`config.mk`:
```
export PLATFORM = sky130hd
export DESIGN_NAME = tdfa_front
export DESIGN_NICKNAME = d
export VERILOG_FILES = /design/src/tdfa_pkg.sv /design/src/tdfa_front.sv
export SDC_FILE = /design/constraint.sdc
export NUM_CORES = 1
export LEC_CHECK = 0
export BUFFER_PORTS_ARGS = -buffer_cell sky130_fd_sc_hd__buf_2
export CORE_MARGIN = 8
export CORE_UTILIZATION = 45
export DETAILED_ROUTE_END_ITERATION = 8
export HOLD_SLACK_MARGIN = 0.05
export PLACE_DENSITY = 0.72
export SETUP_SLACK_MARGIN = 0.15
export SLEW_MARGIN = 0
export SYNTH_ARGS = -nofsm -noshare
export SYNTH_HDL_FRONTEND = slang
export SYNTH_SLANG_ARGS = --single-unit
```
`constraint.sdc`:
```
create_clock -name clk -period 3.95 [get_ports clk]
set_clock_uncertainty 0.15 [all_clocks]
set_input_delay 0.395 -clock clk [delete_from_list [all_inputs] [get_ports clk]]
set_output_delay 0.395 -clock clk [all_outputs]
set_load 0.05 [all_outputs]
```
`src/tdfa_pkg.sv`:
```
// shared types and constants for the travel direction frame aligner
package tdfa_pkg;

  typedef struct packed {
    logic signed [31:0] px;
    logic signed [31:0] py;
    logic signed [31:0] pz;
    logic signed [15:0] zx;
    logic signed [15:0] zy;
    logic signed [15:0] zz;
    logic               seg_end;
  } wp_t;

  // job kinds handed from the front to the back
  localparam logic [1:0] JOB_PAIR   = 2'd0;  // held waypoint then new one
  localparam logic [1:0] JOB_SINGLE = 2'd1;  // lone last waypoint, zero axes

  typedef struct packed {
    logic [1:0]         kind;
    logic               two;      // also emit the last waypoint
    logic signed [33:0] dx;
    logic signed [33:0] dy;
    logic signed [33:0] dz;
    logic signed [15:0] hzx;
    logic signed [15:0] hzy;
    logic signed [15:0] hzz;
    logic signed [15:0] nzx;
    logic signed [15:0] nzy;
    logic signed [15:0] nzz;
  } job_t;

  function automatic logic signed [15:0] rsat14(input logic signed [35:0] v);
    logic signed [35:0] t;
    logic signed [21:0] q;
    begin
      t = v + 36'sd8192;
      q = t[35:14];
      if (q > 22'sd32767) rsat14 = 16'sh7fff;
      else if (q < -22'sd32768) rsat14 = 16'sh8000;
      else rsat14 = q[15:0];
    end
  endfunction

endpackage

```
`src/tdfa_front.sv`:
```
// front end: holds waypoints and forms step jobs
module tdfa_front import tdfa_pkg::*; (
  input  logic clk,
  input  logic rst,
  input  logic in_valid,
  output logic in_ready,
  input  wp_t  wp,
  output logic job_valid,
  input  logic job_ready,
  output job_t job
);
  logic               held_valid;
  logic signed [31:0] hx, hy, hz;
  logic signed [15:0] tzx, tzy, tzz;
  logic               acc;

  assign in_ready = job_ready;
  assign acc = in_valid && in_ready;
  assign job_valid = in_valid && (held_valid || wp.seg_end);

  always_comb begin
    job.kind = held_valid ? JOB_PAIR : JOB_SINGLE;
    job.two  = wp.seg_end;
    job.dx   = 34'(wp.px) - 34'(hx);
    job.dy   = 34'(wp.py) - 34'(hy);
    job.dz   = 34'(wp.pz) - 34'(hz);
    job.hzx  = tzx;
    job.hzy  = tzy;
    job.hzz  = tzz;
    job.nzx  = wp.zx;
    job.nzy  = wp.zy;
    job.nzz  = wp.zz;
  end

  always_ff @(posedge clk) begin
    if (rst) begin
      held_valid <= 1'b0;
      hx <= '0; hy <= '0; hz <= '0;
      tzx <= '0; tzy <= '0; tzz <= '0;
    end else if (acc) begin
      if (wp.seg_end) begin
        held_valid <= 1'b0;
        hx <= '0; hy <= '0; hz <= '0;
        tzx <= '0; tzy <= '0; tzz <= '0;
      end else begin
        held_valid <= 1'b1;
        hx <= wp.px; hy <= wp.py; hz <= wp.pz;
        tzx <= wp.zx; tzy <= wp.zy; tzz <= wp.zz;
      end
    end
  end
endmodule

```
==> run metrics <==
area of the mapped netlist 0.0114 mm²; final setup fails 0; Worst slew margin 46.3%; DIE AREA 0.0307 mm²; die width 175 µm; critical path endpoint category output pin; Synth async-reset ratio 0%; pre-CTS setup slack 385 ps; Yosys warning count 0; 1st-iter DRT viols 718; Setup CP Type reg2out; critical path startpoint category flop; outcome completed; Max rail drop VDD 0.257 mV; routed length on met2 16,400 µm; Synth Flop Type dfxtp_1; clock buffer depth 2; DR WL/cell 16.4 µm; share of post-route cells with drive strength above 1 24.0%; TritonCTS Sinks 145; TritonCTS Buffers 17; Lkg Pwr 5.76 nW; period utilization 94.7%; GP Congestion 0.900; cts hold-fix bufs 0; Syn Nets 1,770; nets 2,005; Residual DRC 0; Crit Path Max Fanout 3; number of global-route vias before repair 11.1k; Clock Latency Late Sink 400 ps; Final Hold Viols 0; via count 11.4k; min setup slack post-route 210 ps; DRT antenna net count 0; die height 175 µm; measured slew at the worst slew-check pin 806 ps; core area 0.0250 mm²; Max Cap Viol 0; # port buffers 350; All-Layer GR Usage 21.5%; Seq cells post-synth 145; H-tree Lvls 4; wl on met1 14,700 µm; Syn Inst Count 1,522; CTS tree built; top routing layer in use met5; RSZ-0062 raised after global routing true; final setup TNS 0 ps; clk slew on worst S/H paths 80 ps; initial core utilization 45.6%; area grow syn2layout 19.4%; Worst Path Required 3400 ps; drt first pass iters 5; final wirelength 34,500 µm; pin count of the biggest net entering global routing 95; Root Driver clkbuf_16; Hold Path Class in2reg; Cell variety after synth 83; row count 58; GRT overflow 0; vias per cell 5.40; first-pass GRT wire length 55,100 µm; Met3 Wirelength 2590 µm; I/O pins 352; final HPWL from detailed placement 27,000 µm; syn_area_per_cell 7.50 µm²; number of synthesized flops with an enable pin 0; post-synthesis sequential area ratio 25.4%; min cycle time layout 3740 ps; Max Fclk 267 MHz; initial antenna violation count 7; pwr dens 397 mW/mm²; reg2reg setup slack 3140 ps; Max Slew Vio Count 0; CP arrival 3200 ps
-- critical path, stage by stage (launching register included) --
cell       delay (ps)
dfxtp_1           320
ha_1              220
fa_2              360
nor2b_1           140
o31a_1            210
o2111ai_1         160
a31oi_2           280
a21boi_2          100
o21a_1            220
o41ai_2           350
xor2_1            190
buf_4             220
-- cell type report --
type / instances / area (µm²)
clock inverter: 11 / 175
clock buffer: 20 / 457
tap: 330 / 413
inverter: 123 / 462
fill: 2439 / 11400
timing repair buffer: 359 / 1880
sequential: 145 / 2900
antenna: 4 / 10.0
multi-input combinational: 1111 / 7340
-- Yosys cell counts, drive strengths merged (13+ instances only) --
cell type  instances  area (µm²)
a31oi             13        96.3
clkbuf            81         325
dfxtp            145        2900
nor2             185         694
nand3             19        95.1
buf               61         443
a21oi            239        1200
a21o              33         250
o21a              15         113
ha                96        1200
o21ai             57         297
xor2              33         289
nor3b            139        1040
nor2b             18         113
inv              123         462
nor3              15        75.1
nand4             13        96.3
nand2             67         251
xnor2             51         447
-- stage by stage --
stage	utilization [%]	power, mW	std cells	instance area [µm²]	hold slack [ps]
floorplan	-	3.19	1522	11400	307
global placement	51.6	3.65	2067	12900	311
detailed placement	51.6	3.66	2067	12900	320
CTS	54.1	5.45	2098	13600	211
global route	54.4	5.67	2101	13600	235
finish	54.5	5.41	2103	13600	227
-- flip-flops by register name, indices dropped and copies added, names as in the netlist --
signal / count
hx: 32
hy: 32
hz: 32
tzy: 16
held_valid: 1
tzx: 16
tzz: 16
-- layer usage --
metal / vias to the layer above / track usage, %
met5: - / 0
met4: 10 / 6.92
met3: 63 / 5.69
met2: 405 / 37.3
met1: 5179 / 25.4
li1: 5703 / -
-- logic make-up after synthesis --
family,after synthesis,synth area share (%)
and+or+nand+nor,496,23.2
muxes,1,0.0876
buffers and inverters,266,10.9
xor gates and xnor gates,84,6.44
other,1,0.0328
adders and majority gates,99,11.0
AOI/OAI and AO/OA,430,22.9
DFF,145,25.4
-- cell usage in the layout, fill, tap and decap left out, types with 15 or more instances in the layout --
cell type,n
nor2_1,185
a21o_1,31
clkbuf_16,17
buf_2,342
nor3b_1,139
a21oi_1,237
nand2_1,66
o21ai_0,35
nor2b_1,18
o21a_1,15
nand3_1,19
inv_1,123
ha_1,95
nor3_1,15
xor2_1,33
o21ai_1,21
xnor2_1,51
dfxtp_1,145
-- worst paths after layout --
check              start  cells past startpoint       end
setup / recovery   hx[0]                     11  job[190]
hold / removal    wp[17]                      4    tzy[0]
setup reg to reg  hy[28]                      2    hy[28]
hold reg to reg   tzy[8]                      2    tzy[8]
-- where the power goes --
| part | leakage, nW | internal [mW] | total [mW] | switching, mW |
|---|---|---|---|---|
| combinational | 4.28 | 0.600 | 2.12 | 1.52 |
| clock | 0.304 | 1.10 | 1.77 | 0.670 |
| sequential | 1.18 | 1.51 | 1.53 | 0.0216 |
-- timing repair --
item | in CTS | in global routing
setup buffers | 0 | 1
endpoints found under the setup margin | 0 | 13
resized for setup | 0 | 20
Note: power is estimated with default switching activity, not from simulation.
