### src/tdfa_pkg.sv
// shared types and constants for the travel direction frame aligner
package tdfa_pkg;

  typedef struct packed {
    logic signed [31:0] px;
    logic signed [31:0] py;
    logic signed [31:0] pz;
    logic signed [15:0] zx;
    logic signed [15:0] zy;
    logic signed [15:0] zz;
    logic               seg_end;
  } wp_t;

  // job kinds handed from the front to the back
  localparam logic [1:0] JOB_PAIR   = 2'd0;  // held waypoint then new one
  localparam logic [1:0] JOB_SINGLE = 2'd1;  // lone last waypoint, zero axes

  typedef struct packed {
    logic [1:0]         kind;
    logic               two;      // also emit the last waypoint
    logic signed [33:0] dx;
    logic signed [33:0] dy;
    logic signed [33:0] dz;
    logic signed [15:0] hzx;
    logic signed [15:0] hzy;
    logic signed [15:0] hzz;
    logic signed [15:0] nzx;
    logic signed [15:0] nzy;
    logic signed [15:0] nzz;
  } job_t;

  function automatic logic signed [15:0] rsat14(input logic signed [35:0] v);
    logic signed [35:0] t;
    logic signed [21:0] q;
    begin
      t = v + 36'sd8192;
      q = t[35:14];
      if (q > 22'sd32767) rsat14 = 16'sh7fff;
      else if (q < -22'sd32768) rsat14 = 16'sh8000;
      else rsat14 = q[15:0];
    end
  endfunction

endpackage

### src/tdfa_queue.sv
// two-entry job queue between front and back
module tdfa_queue import tdfa_pkg::*; (
  input  logic clk,
  input  logic rst,
  input  logic wr_valid,
  output logic wr_ready,
  input  job_t wr_data,
  output logic rd_valid,
  input  logic rd_ready,
  output job_t rd_data
);
  job_t       mem [2];
  logic       wp, rp;
  logic [1:0] cnt;
  logic       wr, rd;

  assign wr_ready = (cnt != 2'd2);
  assign rd_valid = (cnt != 2'd0);
  assign rd_data  = mem[rp];
  assign wr = wr_valid && wr_ready;
  assign rd = rd_valid && rd_ready;

  always_ff @(posedge clk) begin
    if (wr) mem[wp] <= wr_data;
  end

  always_ff @(posedge clk) begin
    if (rst) begin
      wp <= 1'b0; rp <= 1'b0; cnt <= 2'd0;
    end else begin
      if (wr) wp <= ~wp;
      if (rd) rp <= ~rp;
      cnt <= cnt + 2'(wr) - 2'(rd);
    end
  end

`ifndef ASSERT_OFF
  a_cnt_max: assert property (@(posedge clk) disable iff (rst) cnt <= 2'd2)
    else $error("queue count overflow");
  a_empty_rd: assert property (@(posedge clk) disable iff (rst)
    cnt == 2'd0 |-> !rd) else $error("read from empty queue");
  a_full_wr: assert property (@(posedge clk) disable iff (rst)
    cnt == 2'd2 |-> !wr) else $error("write to full queue");
`endif
endmodule

### config.mk
export PLATFORM = sky130hd
export DESIGN_NAME = tdfa_queue
export DESIGN_NICKNAME = d
export VERILOG_FILES = /design/src/tdfa_pkg.sv /design/src/tdfa_queue.sv
export SDC_FILE = /design/constraint.sdc
export NUM_CORES = 1
export LEC_CHECK = 0
export ABC_AREA = 1
export BUFFER_PORTS_ARGS = -buffer_cell sky130_fd_sc_hd__clkbuf_2
export CAP_MARGIN = 5
export CORE_MARGIN = 4
export CORE_UTILIZATION = 45
export CTS_BUF_LIST = sky130_fd_sc_hd__clkbuf_2
export CTS_CLUSTER_DIAMETER = 30
export DETAILED_ROUTE_END_ITERATION = 8
export PLACE_DENSITY = 0.69
export SLEW_MARGIN = 5
export SYNTH_ARGS = -nofsm -noshare
export SYNTH_HDL_FRONTEND = slang
export SYNTH_SLANG_ARGS = --single-unit
### constraint.sdc
create_clock -name clk -period 9.2 [get_ports clk]
set_clock_uncertainty 0.1 [all_clocks]
set_input_delay 0 -clock clk [delete_from_list [all_inputs] [get_ports clk]]
set_output_delay 0 -clock clk [all_outputs]
set_load 0.01 [all_outputs]
==> reports/results.tsv, run 1 <==
stage	metric	value	unit
outcome	outcome	stopped before the end	
outcome	Stopped at	4_1_cts	
outcome	stop err	[ERROR RSZ-0060] Max buffer count reached.	
clocking	Post-CTS Setup Inserts	0	
clocking	CTS Buffer Depth	3	
placed_design	Final HPWL DP	19.44	mm
placed_design	Port Buf Inserts	407	
clocking	CTS buffer count	102	
logic_synthesis	yosys warns	0	
floorplanning	Starting Density	45.55	%
floorplanning	Die H	189.5	microns
clocking	H-tree levels	3	
placed_design	routability-driven placement congestion ratio	0.7468	
clocking	root buf cell	clkbuf_2	
clocking	CTS hold repair buffers	335	
clocking	# resized after CTS	0	
logic_synthesis	synthesized area	14820	sq um
logic_synthesis	Synth Register Bits	407	
clocking	TritonCTS Sinks	407	
logic_synthesis	Seq/Total Area, Yosys	82.13	%
logic_synthesis	library cells used by synthesis	11	
placed_design	Placement Cell Area	17230	sq um
logic_synthesis	Cells after Synth	662	
floorplanning	FP Rows	66	
floorplanning	Ports	408	
logic_synthesis	synthesized net count	869	
floorplanning	Die X	189.5	microns
logic_synthesis	syn_area_per_cell	22.39	sq um
Yosys cell counts:
cell type    n  area (sq um)
a21oi_1      2         10.01
buf_2        1         5.000
edfxtp_1   402         12070
nand2_1      8         30.03
buf_6       21         236.5
mux2_2     201          2263
nand3_1      3         15.01
dfxtp_1      5         100.1
nor2_1       9         33.78
inv_1        8         30.03
ha_1         2         25.02
per-stage QoR:
stage	setup WS [ns]	cells
after floorplan	2.777	662
after detailed placement	6.243	1493
after global placement	6.315	1493
cell families after synthesis:
kind of cell | share of synthesized area [%]
compound gates | 0.06754
simple gates | 0.5318
fa+ha+maj | 0.1688
mux | 15.27
flops | 82.13
buf+inv | 1.832
==> run 2: changes to the inputs <==
--- a/config.mk
+++ b/config.mk
@@ -9,11 +9,9 @@
 export BUFFER_PORTS_ARGS = -buffer_cell sky130_fd_sc_hd__clkbuf_2
 export CAP_MARGIN = 5
 export CORE_MARGIN = 4
-export CORE_UTILIZATION = 45
-export CTS_BUF_LIST = sky130_fd_sc_hd__clkbuf_2
-export CTS_CLUSTER_DIAMETER = 30
+export CORE_UTILIZATION = 30
 export DETAILED_ROUTE_END_ITERATION = 8
-export PLACE_DENSITY = 0.69
+export PLACE_DENSITY_LB_ADDON = 0.15
 export SLEW_MARGIN = 5
 export SYNTH_ARGS = -nofsm -noshare
 export SYNTH_HDL_FRONTEND = slang
==> constraint.sdc (replaced) <==
create_clock -name clk -period 11.95 [get_ports clk]
set_clock_uncertainty 0.1 [all_clocks]
set_input_delay 0 -clock clk [delete_from_list [all_inputs] [get_ports clk]]
set_output_delay 0 -clock clk [all_outputs]
set_load 0.01 [all_outputs]
==> reports/results.tsv, run 2 <==
stage	metric	value	unit	change
cells_and_area	Area growth syn-to-layout	41.18	%	
clocking	H-tree levels	2		-1
logic_synthesis	Synth Register Bits	407		unchanged
pwr	Logic pwr share	23.1	%	
clocking	CTS Buffer Depth	3		unchanged
floorplanning	FP Rows	81		+23%
pwr	Switching Share	27.06	%	
timing	RSZ-0062 raised after global routing	no		
pwr	clock network power share	31.3	%	
worst_setup_path	Crit path top cell by count	buf_4		
worst_setup_path	CP Cell Sequence	buf_4 -> buf_4 -> mux2_2 -> clkbuf_2		
cells_and_area	Layout Cells excl Fill	2007		
timing	final setup violation count	0		
worst_setup_path	critical path class	reg -> out		
grt	initial antenna violation count	3		
worst_setup_path	Worst Path Max Fanout	63		
floorplanning	area of the core	48850	sq um	
placed_design	Placement Cell Area	17530	sq um	+1.7%
logic_synthesis	synthesized area	14820	sq um	unchanged
worst_setup_path	largest stage delay on the critical path	0.81	ns	
min_path	hold crit path type	in -> reg		
logic_synthesis	Cells after Synth	662		unchanged
logic_synthesis	main flop type after synthesis	edfxtp_1		
cells_and_area	Layout fillers	4497		
logic_synthesis	most common cell in the netlist	edfxtp_1		
cells_and_area	number of flip-flops in the largest register	402		
logic_synthesis	top post-synthesis cells by area	edfxtp_1 (81%), mux2_2 (15%), buf_6 (1.6%)		
logic_synthesis	top cells by count, synth	edfxtp_1 (402), mux2_2 (201), buf_6 (21)		
detailed_routing	DR vias	8376		
cells_and_area	most frequent cells in the layout	clkbuf_2 (407), edfxtp_1 (402), dlygate4sd3_1 (204), mux2_2 (201), clkbuf_16 (47)		
floorplanning	Die H	230.3	microns	+22%
logic_synthesis	Seq/Total Area, Yosys	82.13	%	unchanged
timing	Fin. Hold Viols	0		
cells_and_area	most common cell after layout, fill and taps aside	clkbuf_2		
grt	first-pass GRT wire length	53.61	mm	
worst_setup_path	Worst Setup EP	rd_data[12]		
worst_setup_path	Arr. time, crit path	3.32	ns	
timing	min cycle time layout	3.417	ns	
timing	Setup TNS	0	ns	
grt	vias in the first global route	9240		
logic_synthesis	library cells used by synthesis	11		unchanged
clocking	Worst-path clk slew	0.06	ns	
timing	post-route clock period utilization	28.59	%	
floorplanning	die area	53020	sq um	
clocking	CTS tree	done		
cells_and_area	Top reg by flops	mem		
grt	largest net degree at the start of global routing	86		
placed_design	routability-driven placement congestion ratio	0.7200		-3.6%
floorplanning	Starting Density	30.34	%	-15 points
timing	final slew viol count	0		
detailed_routing	DRT Wirelength	35.06	mm	
timing	fmax	292.6	MHz	
grt	Congestion Overflow GR	0		
logic_synthesis	yosys warns	0		unchanged
placed_design	Final HPWL DP	22.60	mm	+16%
floorplanning	Ports	408		unchanged
detailed_routing	Avg WL per Cell	17.47	microns	
pwr	Leak	7.874	nW	
cells_and_area	final core occ	42.83	%	
placed_design	placed instance count	1719		+15%
worst_setup_path	CP endpoint kind	primary output		
clocking	root buf cell	clkbuf_16		
detailed_routing	DRT Pass-1 Iters	6		
pwr	Int Pwr	0.002964	W	
logic_synthesis	syn_area_per_cell	22.39	sq um	unchanged
worst_setup_path	worst r2r path cells	6		
logic_synthesis	top cell type's share of synthesized area	81.45	%	unchanged
worst_setup_path	Worst Path Buf+Inv	3		
placed_design	Port Buf Inserts	407		unchanged
flow_run	# Max-Cap Violations	0		
detailed_routing	routed vias/inst	4.173		
outcome	outcome	completed		
timing	Worst-Margin Slew	1.013	ns	
grt	Total Routing Usage GR	13.00	%	
logic_synthesis	synthesized net count	869		unchanged
pwr	VDD IR max	0.1239	mV	
cells_and_area	top flop regs	mem (402), cnt (2)		
worst_setup_path	Critical Path RT	11.85	ns	
pwr	Psw	0.001100	W	
worst_setup_path	startpoint class of the critical path	flip-flop		
cells_and_area	Final Cell Area	20920	sq um	
clocking	TritonCTS Sinks	407		unchanged
logic_synthesis	Async SR Flop Fraction	0	%	unchanged
detailed_routing	drc violations	0		
timing	worst rel slew slack	32.48	%	
pwr	power consumption	0.004064	W	
worst_setup_path	reg2reg end	mem[0][198]		
worst_setup_path	Crit path max-delay family	buffers and inverters		
cells_and_area	Final nets	1513		
worst_setup_path	worst reg2reg setup slack	8.65	ns	
logic_synthesis	largest area contributor in the netlist	edfxtp_1		
pwr	Reg power frac	45.6	%	
floorplanning	Die X	230.3	microns	+22%
detailed_routing	Final ANT Viol Nets	0		
clocking	CTS buffer count	45		-56%
detailed_routing	Initial DRC Count	292		
clocking	worst-skew pair later-pin latency	0.55	ns	
worst_setup_path	RR Startpoint	cnt[0]		
pwr	pwr/cell area	194.2	nW/um^2	
logic_synthesis	number of flops mapped to enable cells by yosys	402		unchanged
worst_setup_path	CP max stage cell	buf_4		
worst_setup_path	WP depth	4		
cells_and_area	fraction of layout cells with a size suffix above 1	50.52	%	
run 2: cell counts after synthesis:
No cell type changed its count.
run 2: final cells by class:
class	count	area (sq um)	area share, %
Multi-Input combinational cell	225	2385	11.40
Clock inverter	19	116.4	0.5561
Tap cell	664	830.8	3.971
Clock buffer	62	1232	5.890
Sequential cell	407	12180	58.19
Inverter	8	37.54	0.1794
Timing Repair Buffer	619	4139	19.78
Antenna cell	3	7.507	0.03588
run 2: stage by stage:
step | setup WS, ns | hold WS [ns]
floorplan | 2.127 | -0.02878
global placement | 8.502 | 0.08942
detailed placement | 8.554 | 0.09216
CTS | 8.369 | 0.01725
global route | 8.320 | 0.05083
finish | 8.533 | 0.06820
run 2: kinds of logic (layout without fill, tap and decap cells):
kind of cell / after synthesis / in the layout / share of synthesized area, %
muxes: 201 / 201 / 15.27
DFF: 407 / 407 / 82.13
AOI/OAI and AO/OA: 2 / 2 / 0.06754
buffers and inverters: 30 / 708 / 1.832
and+or+nand+nor: 20 / 20 / 0.5318
other: 0 / 3 / 0
adders and majority gates: 2 / 2 / 0.1688
run 2: metal layers:
layer	track usage [%]	wire length, microns	share of wire, %
met5	0	0	0
met4	4.820	965	2.8
met3	3.989	2310	6.6
met2	23.03	18250	52
met1	14.79	13530	39
run 2: repair_timing:
| item | CTS | global route |
|---|---|---|
| hold buffers | 204 | 0 |
| buffers inserted | 0 | 0 |
| hold endpoints to repair | 427 | 0 |
| resized for setup | 0 | 0 |
run 2: power groups by stage:
stage / clock network [W] / logic, W / registers [W]
2_1_floorplan: 0 / 0.000559 / 0.00192
3_3_place_gp: 0 / 0.000918 / 0.00188
3_5_place_dp: 0 / 0.000913 / 0.00188
4_1_cts: 0.00133 / 0.000974 / 0.00186
5_1_grt: 0.00139 / 0.00102 / 0.00187
6_report: 0.00127 / 0.000941 / 0.00185
run 2: worst min-delay path by stage:
| stage | from | endpoint | slack (ns) | cells past startpoint |
|---|---|---|---|---|
| after CTS | wr_data[43] | mem[0][43] | 0.02 | 2 |
| after global placement | wr_data[43] | mem[0][43] | 0.09 | 1 |
| after global routing | wr_data[186] | mem[1][186] | 0.05 | 2 |
| final | wr_data[179] | mem[1][179] | 0.07 | 2 |
| after detailed placement | wr_data[43] | mem[0][43] | 0.09 | 1 |
| after floorplan | rst | cnt[0] | -0.03 | 1 |
No activity file was read; power rests on OpenSTA's default activity.
